File: src/rtl/core/mgps_pkg.sv
// Shared constants, widths and the CORDIC arctangent table for the pursuit steering block.
package mgps_pkg;

	localparam int TABLE_LEN = 24;
	localparam int IDX_W = 5;
	localparam int DIV_W = 21;
	localparam int DCNT_W = 5;
	localparam int ANGLE_LIMIT = 12868;
	localparam int SUM_MAX = 1048575;
	localparam int SUM_MIN = -1048576;
	localparam logic [15:0] WHEEL_BASE_RESET = 16'd11424;

	typedef logic signed [39:0] cordic_t;
	typedef logic signed [31:0] angle_acc_t;

	function automatic angle_acc_t atan_q30(input logic [IDX_W-1:0] idx);
		angle_acc_t v;
		case (idx)
			5'd0: v = 32'sd843314857;
			5'd1: v = 32'sd497837829;
			5'd2: v = 32'sd263043837;
			5'd3: v = 32'sd133525159;
			5'd4: v = 32'sd67021687;
			5'd5: v = 32'sd33543516;
			5'd6: v = 32'sd16775851;
			5'd7: v = 32'sd8388437;
			5'd8: v = 32'sd4194283;
			5'd9: v = 32'sd2097149;
			5'd10: v = 32'sd1048575;
			5'd11: v = 32'sd524288;
			5'd12: v = 32'sd262144;
			5'd13: v = 32'sd131072;
			5'd14: v = 32'sd65536;
			5'd15: v = 32'sd32768;
			5'd16: v = 32'sd16384;
			5'd17: v = 32'sd8192;
			5'd18: v = 32'sd4096;
			5'd19: v = 32'sd2048;
			5'd20: v = 32'sd1024;
			5'd21: v = 32'sd512;
			5'd22: v = 32'sd256;
			5'd23: v = 32'sd128;
			default: v = 32'sd0;
		endcase
		return v;
	endfunction

endpackage

File: src/rtl/core/multi_goal_pursuit_steering_top.sv
// Top level of the multi-goal pure-pursuit steering block with its sequencer and shared units.
//
// Channel    Direction  Handshake                 Payload
// input      in         in_valid / in_ready       goal_x, goal_y, last_point
// result     out        out_valid / out_ready     avg_angle, point_count, overflowed
// config     in         wheel_base_we             wheel_base
//
// A kept point holds the input through the transfer, three multiplier passes, a load, one
// CORDIC rotation per cycle for CORDIC_STEPS rotations, rounding and accumulation; with a zero
// numerator or denominator the rotations and rounding are skipped. A dropped point takes only
// its transfer. A last point adds the divider setup, bit-serial restoring divider and output load.
// Reset clears the sum, the count, the drop flag and the wheelbase to 2.789 m.
// A result waits in the output register; the final load stalls only if that register is full.
module multi_goal_pursuit_steering_top #(
	parameter int MAX_POINTS = 64,
	parameter int CORDIC_STEPS = 16
) (
	input  logic               clk,
	input  logic               arst_n,
	input  logic               wheel_base_we,
	input  logic [15:0]        wheel_base,
	input  logic               in_valid,
	output logic               in_ready,
	input  logic signed [15:0] goal_x,
	input  logic signed [15:0] goal_y,
	input  logic               last_point,
	output logic               out_valid,
	input  logic               out_ready,
	output logic signed [14:0] avg_angle,
	output logic [6:0]         point_count,
	output logic               overflowed
);

	localparam int CNT_W = $clog2(MAX_POINTS + 1);
	localparam logic [CNT_W-1:0] CNT_FULL = CNT_W'(MAX_POINTS);
	localparam logic [mgps_pkg::IDX_W-1:0] ITER_LAST = mgps_pkg::IDX_W'(CORDIC_STEPS - 1);
	localparam logic [mgps_pkg::DCNT_W-1:0] DIV_LAST = mgps_pkg::DCNT_W'(mgps_pkg::DIV_W - 1);

	localparam logic [3:0] S_IDLE  = 4'd0;
	localparam logic [3:0] S_MX    = 4'd1;
	localparam logic [3:0] S_MY    = 4'd2;
	localparam logic [3:0] S_MW    = 4'd3;
	localparam logic [3:0] S_LOAD  = 4'd4;
	localparam logic [3:0] S_ITER  = 4'd5;
	localparam logic [3:0] S_ROUND = 4'd6;
	localparam logic [3:0] S_ACC   = 4'd7;
	localparam logic [3:0] S_DSET  = 4'd8;
	localparam logic [3:0] S_DIV   = 4'd9;
	localparam logic [3:0] S_OUT   = 4'd10;

	logic [3:0]                       state_q;
	logic [15:0]                      wb_q;
	logic signed [20:0]               sum_q;
	logic [CNT_W-1:0]                 cnt_q;
	logic                             drop_q;
	logic                             out_valid_q;
	logic [mgps_pkg::IDX_W-1:0]       iter_q;
	logic [mgps_pkg::DCNT_W-1:0]      dcnt_q;

	logic signed [15:0]               gx_q;
	logic signed [15:0]               gy_q;
	logic                             last_q;
	logic signed [33:0]               prod_q;
	logic [31:0]                      den_q;
	mgps_pkg::cordic_t                cx_q;
	mgps_pkg::cordic_t                cy_q;
	mgps_pkg::angle_acc_t             z_q;
	logic signed [14:0]               ang_q;
	logic [mgps_pkg::DIV_W-1:0]       dq_q;
	logic [CNT_W:0]                   rem_q;
	logic                             dsign_q;
	logic signed [14:0]               angle_out_q;
	logic [6:0]                       count_out_q;
	logic                             ovf_out_q;

	logic                             in_xfer;
	logic                             out_load;
	logic signed [16:0]               mul_a;
	logic signed [16:0]               mul_b;
	logic signed [33:0]               prod;
	mgps_pkg::cordic_t                dx;
	mgps_pkg::cordic_t                dy;
	mgps_pkg::angle_acc_t             atan_val;
	logic [32:0]                      zmag;
	logic [32:0]                      zrnd;
	logic [15:0]                      rmag;
	logic signed [14:0]               rlim;
	logic signed [14:0]               ang_round;
	logic signed [21:0]               sum_ext;
	logic signed [20:0]               sum_sat;
	logic [CNT_W:0]                   trial;
	logic                             trial_ge;
	logic [mgps_pkg::DIV_W:0]         avg_full;
	logic [CNT_W+6:0]                 cnt_ext;

	assign in_ready = (state_q == S_IDLE);
	assign in_xfer = in_valid && in_ready;
	assign out_load = (state_q == S_OUT) && (!out_valid_q || out_ready);

	always_comb begin
		unique case (state_q)
			S_MX: begin
				mul_a = 17'(gx_q);
				mul_b = 17'(gx_q);
			end
			S_MY: begin
				mul_a = 17'(gy_q);
				mul_b = 17'(gy_q);
			end
			default: begin
				mul_a = $signed({1'b0, wb_q});
				mul_b = 17'(gy_q);
			end
		endcase
	end
	assign prod = mul_a * mul_b;

	assign dx = cy_q >>> iter_q;
	assign dy = cx_q >>> iter_q;
	assign atan_val = mgps_pkg::atan_q30(iter_q);

	always_comb begin
		zmag = z_q[31] ? (33'd0 - {z_q[31], z_q}) : {1'b0, z_q};
		zrnd = zmag + 33'd65536;
		rmag = zrnd[32:17];
		rlim = (rmag > 16'(mgps_pkg::ANGLE_LIMIT)) ? 15'(mgps_pkg::ANGLE_LIMIT) : $signed(rmag[14:0]);
		ang_round = z_q[31] ? -rlim : rlim;
	end

	always_comb begin
		sum_ext = 22'(sum_q) + 22'(ang_q);
		if (sum_ext > 22'(mgps_pkg::SUM_MAX)) begin
			sum_sat = 21'(mgps_pkg::SUM_MAX);
		end else if (sum_ext < 22'(mgps_pkg::SUM_MIN)) begin
			sum_sat = 21'(mgps_pkg::SUM_MIN);
		end else begin
			sum_sat = sum_ext[20:0];
		end
	end

	assign trial = {rem_q[CNT_W-1:0], dq_q[mgps_pkg::DIV_W-1]};
	assign trial_ge = (trial >= {1'b0, cnt_q});
	assign avg_full = dsign_q ? ((mgps_pkg::DIV_W+1)'(0) - {1'b0, dq_q}) : {1'b0, dq_q};
	assign cnt_ext = {7'd0, cnt_q};

	always_ff @(posedge clk or negedge arst_n) begin
		if (!arst_n) begin
			state_q <= S_IDLE;
			wb_q <= mgps_pkg::WHEEL_BASE_RESET;
			sum_q <= '0;
			cnt_q <= '0;
			drop_q <= 1'b0;
			out_valid_q <= 1'b0;
			iter_q <= '0;
			dcnt_q <= '0;
		end else begin
			if (wheel_base_we) begin
				wb_q <= wheel_base;
			end
			if (out_load) begin
				out_valid_q <= 1'b1;
			end else if (out_ready) begin
				out_valid_q <= 1'b0;
			end
			unique case (state_q)
				S_IDLE: begin
					if (in_xfer) begin
						if (cnt_q == CNT_FULL) begin
							drop_q <= 1'b1;
							if (last_point) begin
								state_q <= S_DSET;
							end
						end else begin
							state_q <= S_MX;
						end
					end
				end
				S_MX: state_q <= S_MY;
				S_MY: state_q <= S_MW;
				S_MW: state_q <= S_LOAD;
				S_LOAD: begin
					iter_q <= '0;
					if (den_q == '0 || prod_q == '0) begin
						state_q <= S_ACC;
					end else begin
						state_q <= S_ITER;
					end
				end
				S_ITER: begin
					iter_q <= iter_q + 1'b1;
					if (iter_q == ITER_LAST) begin
						state_q <= S_ROUND;
					end
				end
				S_ROUND: state_q <= S_ACC;
				S_ACC: begin
					sum_q <= sum_sat;
					cnt_q <= cnt_q + 1'b1;
					state_q <= last_q ? S_DSET : S_IDLE;
				end
				S_DSET: begin
					dcnt_q <= '0;
					state_q <= S_DIV;
				end
				S_DIV: begin
					dcnt_q <= dcnt_q + 1'b1;
					if (dcnt_q == DIV_LAST) begin
						state_q <= S_OUT;
					end
				end
				S_OUT: begin
					if (out_load) begin
						sum_q <= '0;
						cnt_q <= '0;
						drop_q <= 1'b0;
						state_q <= S_IDLE;
					end
				end
				default: state_q <= S_IDLE;
			endcase
		end
	end

	always_ff @(posedge clk) begin
		if (in_xfer) begin
			gx_q <= goal_x;
			gy_q <= goal_y;
			last_q <= last_point;
		end
		if (state_q == S_MX || state_q == S_MY || state_q == S_MW) begin
			prod_q <= prod;
		end
		if (state_q == S_MY) begin
			den_q <= prod_q[31:0];
		end
		if (state_q == S_MW) begin
			den_q <= den_q + prod_q[31:0];
		end
		if (state_q == S_LOAD) begin
			cx_q <= {4'd0, den_q, 4'd0};
			cy_q <= {{5{prod_q[33]}}, prod_q, 1'b0};
			z_q <= '0;
			ang_q <= '0;
		end
		if (state_q == S_ITER) begin
			if (!cy_q[39]) begin
				cx_q <= cx_q + dx;
				cy_q <= cy_q - dy;
				z_q <= z_q + atan_val;
			end else begin
				cx_q <= cx_q - dx;
				cy_q <= cy_q + dy;
				z_q <= z_q - atan_val;
			end
		end
		if (state_q == S_ROUND) begin
			ang_q <= ang_round;
		end
		if (state_q == S_DSET) begin
			dq_q <= sum_q[20] ? (21'd0 - sum_q) : sum_q;
			dsign_q <= sum_q[20];
			rem_q <= '0;
		end
		if (state_q == S_DIV) begin
			if (trial_ge) begin
				rem_q <= trial - {1'b0, cnt_q};
			end else begin
				rem_q <= trial;
			end
			dq_q <= {dq_q[mgps_pkg::DIV_W-2:0], trial_ge};
		end
		if (out_load) begin
			angle_out_q <= (cnt_q == '0) ? 15'sd0 : $signed(avg_full[14:0]);
			count_out_q <= cnt_ext[6:0];
			ovf_out_q <= drop_q;
		end
	end

	assign out_valid = out_valid_q;
	assign avg_angle = angle_out_q;
	assign point_count = count_out_q;
	assign overflowed = ovf_out_q;

endmodule

File: config.mk
export PLATFORM = sky130hd
export DESIGN_NAME = multi_goal_pursuit_steering_top
export DESIGN_NICKNAME = d
export VERILOG_FILES = /design/src/rtl/core/mgps_pkg.sv /design/src/rtl/core/multi_goal_pursuit_steering_top.sv
export SDC_FILE = /design/constraint.sdc
export NUM_CORES = 2
export LEC_CHECK = 0
export ABC_AREA = 1
export BUFFER_PORTS_ARGS = -buffer_cell sky130_fd_sc_hd__buf_2
export CELL_PAD_IN_SITES_DETAIL_PLACEMENT = 2
export CELL_PAD_IN_SITES_GLOBAL_PLACEMENT = 2
export CORE_ASPECT_RATIO = 1.4
export CORE_UTILIZATION = 39
export CTS_CLUSTER_SIZE = 16
export DETAILED_ROUTE_END_ITERATION = 10
export PLACE_DENSITY = 0.86
export SLEW_MARGIN = 40
export SYNTH_ARGS = -nofsm -noshare
export SYNTH_HDL_FRONTEND = slang
export SYNTH_SLANG_ARGS = --single-unit
File: constraint.sdc
create_clock -name clk -period 9.7 [get_ports clk]
set_input_delay 0.97 -clock clk [delete_from_list [all_inputs] [get_ports clk]]
set_output_delay 0.97 -clock clk [all_outputs]
set_load 0.02 [all_outputs]
# == After elaboration in Yosys (flattened, before gate mapping) ==
# Memory sizes are Yosys's and may differ from the RTL's.
# Index checks and enable logic that the tools add are counted.
# totals
mem_count,1
mem_bits_ro,960
inputBits,54
reg_bits,338
# memory_table
memory,words,word_bits,rd,rd_ports_with_merged_regs,write_ports,line,text
(no name shown),32,30,1,0,0,mgps_pkg.sv:18,case (idx)
# op_classes
n_shift,2
n_eq_ne,19
magnitude_cmp,4
reduce_logical,21
add_sub_neg,17
n_mul,1
mux,48
# op_table
op,count
40-bit two-way mux,6
32-bit two-way mux,5
21-bit two-way mux,6
40-bit adder,2
40-bit by 5-bit >>> shifter with 40-bit output,2
40-bit subtractor,2
15-bit two-way mux,5
32-bit adder,2
4-bit one-hot mux with 11 select lines,1
21-bit one-hot mux with 2 select lines,1
34-bit zero test,1
17-bit by 17-bit multiplier with 34-bit output,1
17-bit one-hot mux with 2 select lines,1
33-bit by 17-bit adder with 33-bit output (second input constant),1
33-bit two-way mux,1
1-bit by 32-bit subtractor with 33-bit output (first input constant),1
32-bit zero test,1
32-bit subtractor,1
4-bit two-way mux,7
7-bit two-way mux,4
21-bit by 15-bit adder with 22-bit output,1
22-bit by 21-bit greater-than comparator with 1-bit output (second input constant),1
22-bit by 21-bit < comparator with 1-bit output (second input constant),1
1-bit by 21-bit subtractor with 21-bit output (first input constant),1
other kinds (32),57

# == Longest topological paths before layout ==
# logic_depth
ltp_word,8
depth_mapped,39

# == Worst setup path before layout ==
# No wires, ideal clock.
# synth_timing
kind,flip-flop to flip-flop
start,reg state_q[1]
end,reg prod_q[30] (data pin)
setup_time_ps,262
slack_ps,2378
path_stages_with_launch,31
required_ps,9438
t_arrival_ps,7061
path_cell_list,dfrtp_1 -> inv_1 -> nor2_1 -> inv_1 -> nor2_1 -> clkinv_1 -> nand2_1 -> clkbuf_1 -> nand3_1 -> o21ai_1 -> clkinv_1 -> nand2_1 -> fa_1 -> fa_1 -> fa_1 -> inv_1 -> fa_1 -> fa_1 -> inv_1 -> fa_1 -> inv_1 -> ha_1 -> a21oi_1 -> nand2_1 -> a21boi_1 -> o21ai_0 -> a21boi_0 -> o21ai_1 -> a21boi_0 -> o21ai_1 -> xor2_1
# synth_via
elab_chain_cells,3
# synth_lines
element,line,text
start: declaration,multi_goal_pursuit_steering_top.sv:51,logic [3:0] state_q;
start signal: assignment,multi_goal_pursuit_steering_top.sv:199,state_q <= last_q ? S_DSET : S_IDLE;
4-bit by 2-bit == test with 1-bit output or 4-bit by 1-bit == test with 1-bit output (tied branches),multi_goal_pursuit_steering_top.sv:101,unique case (state_q)
17-bit one-hot mux with 2 select lines or 17-bit two-way mux (tied branches),multi_goal_pursuit_steering_top.sv:101,
17-bit by 17-bit multiplier with 34-bit output (*),multi_goal_pursuit_steering_top.sv:116,assign prod = mul_a * mul_b;
named net prod[30],multi_goal_pursuit_steering_top.sv:80,logic signed [33:0] prod;
end signal: assignment,multi_goal_pursuit_steering_top.sv:231,prod_q <= prod;
end: declaration,multi_goal_pursuit_steering_top.sv:63,logic signed [33:0] prod_q;
# The timed path passes the listed nets; every way through them passes the cells marked *.
# A chain may end at the register's enable or synchronous reset.

# == Worst setup path in the final report ==
# layout_timing
start,reg state_q[2]
end,reg prod_q[33] (data pin)
# Same word-level chain as after synthesis.

==> flow_summary.toml <==
[logic_synthesis]
yosysUniqueCellTypes = 80
synthXorXnorAreaFrac = 0.0557
yosys.area_share.simple = 0.220
syn_inst = 5506
syn-num-nets = 6134
synth_compound_area_frac = 0.146
synth.ff_latch_count = 338
yosys_warnings = 0
synth_adder_area_share = 0.228
synthTopCellsByCount = "nand2_1, inv_1, nor2_1"
synth_top_family_by_area = "adder cells"
synth_async_sr_flop_share = 0.178
synth.area.mux_share = 0.0142
avgSynthCellArea_um2 = 7.53
synth_seq_area_share = 0.238
synth.most_common_cell = "nand2_1"
synth.area.top_cells = "edfxtp_1, fa_1, nand2_1"
synth_edf_count = 278
synth_top_area_frac = 0.201
netlist_area_um2 = 41400
synth_ff_type = "edfxtp_1"
yosys.area.top_type = "edfxtp_1"

[die]
die_w_um = 277
rows = 141
die_area_um2 = 108000
core_um2 = 105000
start_util = 0.393
dieHeight_um = 388
ios = 79

[sta]
hold_violations = 0
tns_ns = 0
clock_skew_ns = 0.0265
min_period_ns = 9.31
fin_crit_sh = 0.960
tightest_slew_ns = 0.897
timing.slew.headroom = 0.400
rsz0062_at_grt = "no"
slew_violations = 0
fmax_ghz = 0.107
setup_viol = 0

[clock_tree]
path_clk_slew_ns = 0.07
cts_hold_buf = 0
postCtsSetupBuffers = 0
worstSkewPairLatency_ns = 0.63
cts.sinks = 338
cts_buffer_depth = 3
htree_levels = 2
cts_root_buf = "clkbuf_16"
cts_tree = "yes"
cts_made_buffers = 42

[final_layout]
area_growth_pct = 8.43
final_nets = 6160
drive_above_1_share = 0.0719
fillers = 12272

[placement]
place_congestion = 0.942
portBuffers = 78
dp_hpwl_um = 147000

[critical_path]
crit_top_cell = "inv_1"
crit_fanout = 29
path_class = "reg -> reg"
crit_slowest_cell = "fa_1"
startpoint_type = "flop"
cp-end-kind = "flop"
critPathArrivalTime_ns = 9.66
cpPeakStageDelay_ns = 0.81
crit_required_ns = 10.05

[route]
ant_nets = 0
drt_first_pass_iters = 8
drtIter0Drc = 2418
avgRoutedWirePerCell_um = 28.7
via_count = 41236
routed_wl_um = 199000
vias_per_cell = 5.95
route.detailed.drc = 0

[grt]
grt_pass1_wl_um = 298000
antenna_found_initial = 11
grt_use_total = 0.367
grt_max_degree = 74
grt_pass1_vias = 47436
grt_overflow = 0

[worst_hold_path]
hold_class = "in -> async"

[run]
maxCapViolCount = 0

[outcome]
status = "finished clean"
## sequential cells by signal, summed over array words and instances (netlist names), 4 cells and up
signal       flops
cx_q            40
cy_q            40
prod_q          34
den_q           32
z_q             32
dq_q            21
sum_q           21
gx_q            16
gy_q            16
wb_q            16
ang_q           15
avg_angle       15
cnt_q            7
point_count      7
rem_q            7
dcnt_q           5
iter_q           5
state_q          4
## metal layers
metal / global-route usage / share of wire / vias to the layer above / wire length [um]
met5: 0 / 0.00040 / - / 80
met4: 0.309 / 0.098 / 12 / 19400
met3: 0.0737 / 0.052 / 908 / 10200
met2: 0.668 / 0.51 / 1527 / 102000
met1: 0.356 / 0.34 / 20818 / 66800
li1: - / - / 17971 / -
## final cells by class
cell class,instances,area [um2],share of cell area
sequential,338,9860,0.220
timing repair buffer,143,952,0.0212
clock buffer,51,1160,0.0258
tap,1358,1700,0.0378
multi-input combinational,4145,27600,0.615
clock inverter,27,377,0.00838
inverter,862,3250,0.0723
antenna,3,7.51,0.000167
## worst paths after layout
check / depth (start not counted) / slack [ns] / startpoint / endpoint
min reg2reg: 0 / 0.46 / drop_q$_DFFE_PN0P_ / overflowed$_DFFE_PP_
min in group clk: 0 / 0.46 / drop_q$_DFFE_PN0P_ / overflowed$_DFFE_PP_
max: 33 / 0.39 / state_q[2]$_DFFE_PN0P_ / prod_q[33]$_DFFE_PP_
min: 1 / 0.37 / arst_n / sum_q[7]$_DFFE_PN0P_
max in group asynchronous: 1 / 8.77 / arst_n / iter_q[0]$_DFFE_PN0P_
max reg2reg: 33 / 0.39 / state_q[2]$_DFFE_PN0P_ / prod_q[33]$_DFFE_PP_
## per-stage QoR
stage	util	hold slack, ns	worst slack, ns	std cells	area, um2
2_1_floorplan	-	0.426	2.38	5506	41400
3_3_place_gp	0.410	0.435	1.02	6842	43200
3_5_place_dp	0.411	0.450	0.265	6846	43300
4_1_cts	0.425	0.386	0.0233	6924	44900
5_1_grt	0.426	0.413	0.103	6924	44900
6_report	0.426	0.374	0.390	6927	44900
## layout by cell type (no fill, tap or decap), drive strengths merged, types with 55 or more instances in the layout
cell,n
nand2,1215
buf,143
edfxtp,278
xnor2,87
xor2,174
inv,855
nor2,575
fa,302
ha,272
a21oi,376
o21ai,496
nand3,189
dfrtp,55
## cells by family (layout without fill, tap and decap cells)
family          count (synthesis)  count (layout)
compound gates               1080            1080
other cells                     0               3
mux                            57              57
simple gates                 2173            2173
fa+ha+maj                     574             574
buf+inv                      1023            1083
flops                         338             338
xor+xnor                      261             261
## critical path, delay by kind of cell (launching register included)
family	cells	cell delay [ns]
AOI/OAI and AO/OA	4	0.80
xor gates and xnor gates	1	0.17
adders and majority gates	7	3.98
buffers and inverters	10	1.92
DFF	1	0.45
and+or+nand+nor	11	1.63
## what timing repair did
item,CTS,global route
setup endpoints to repair,3,7
endpoints found under the hold margin,0,0
resized for setup,3,7
Power is left out: the tool's default activity adds up to more than one toggle a clock period on the data nets, which glitch-free logic cannot reach.
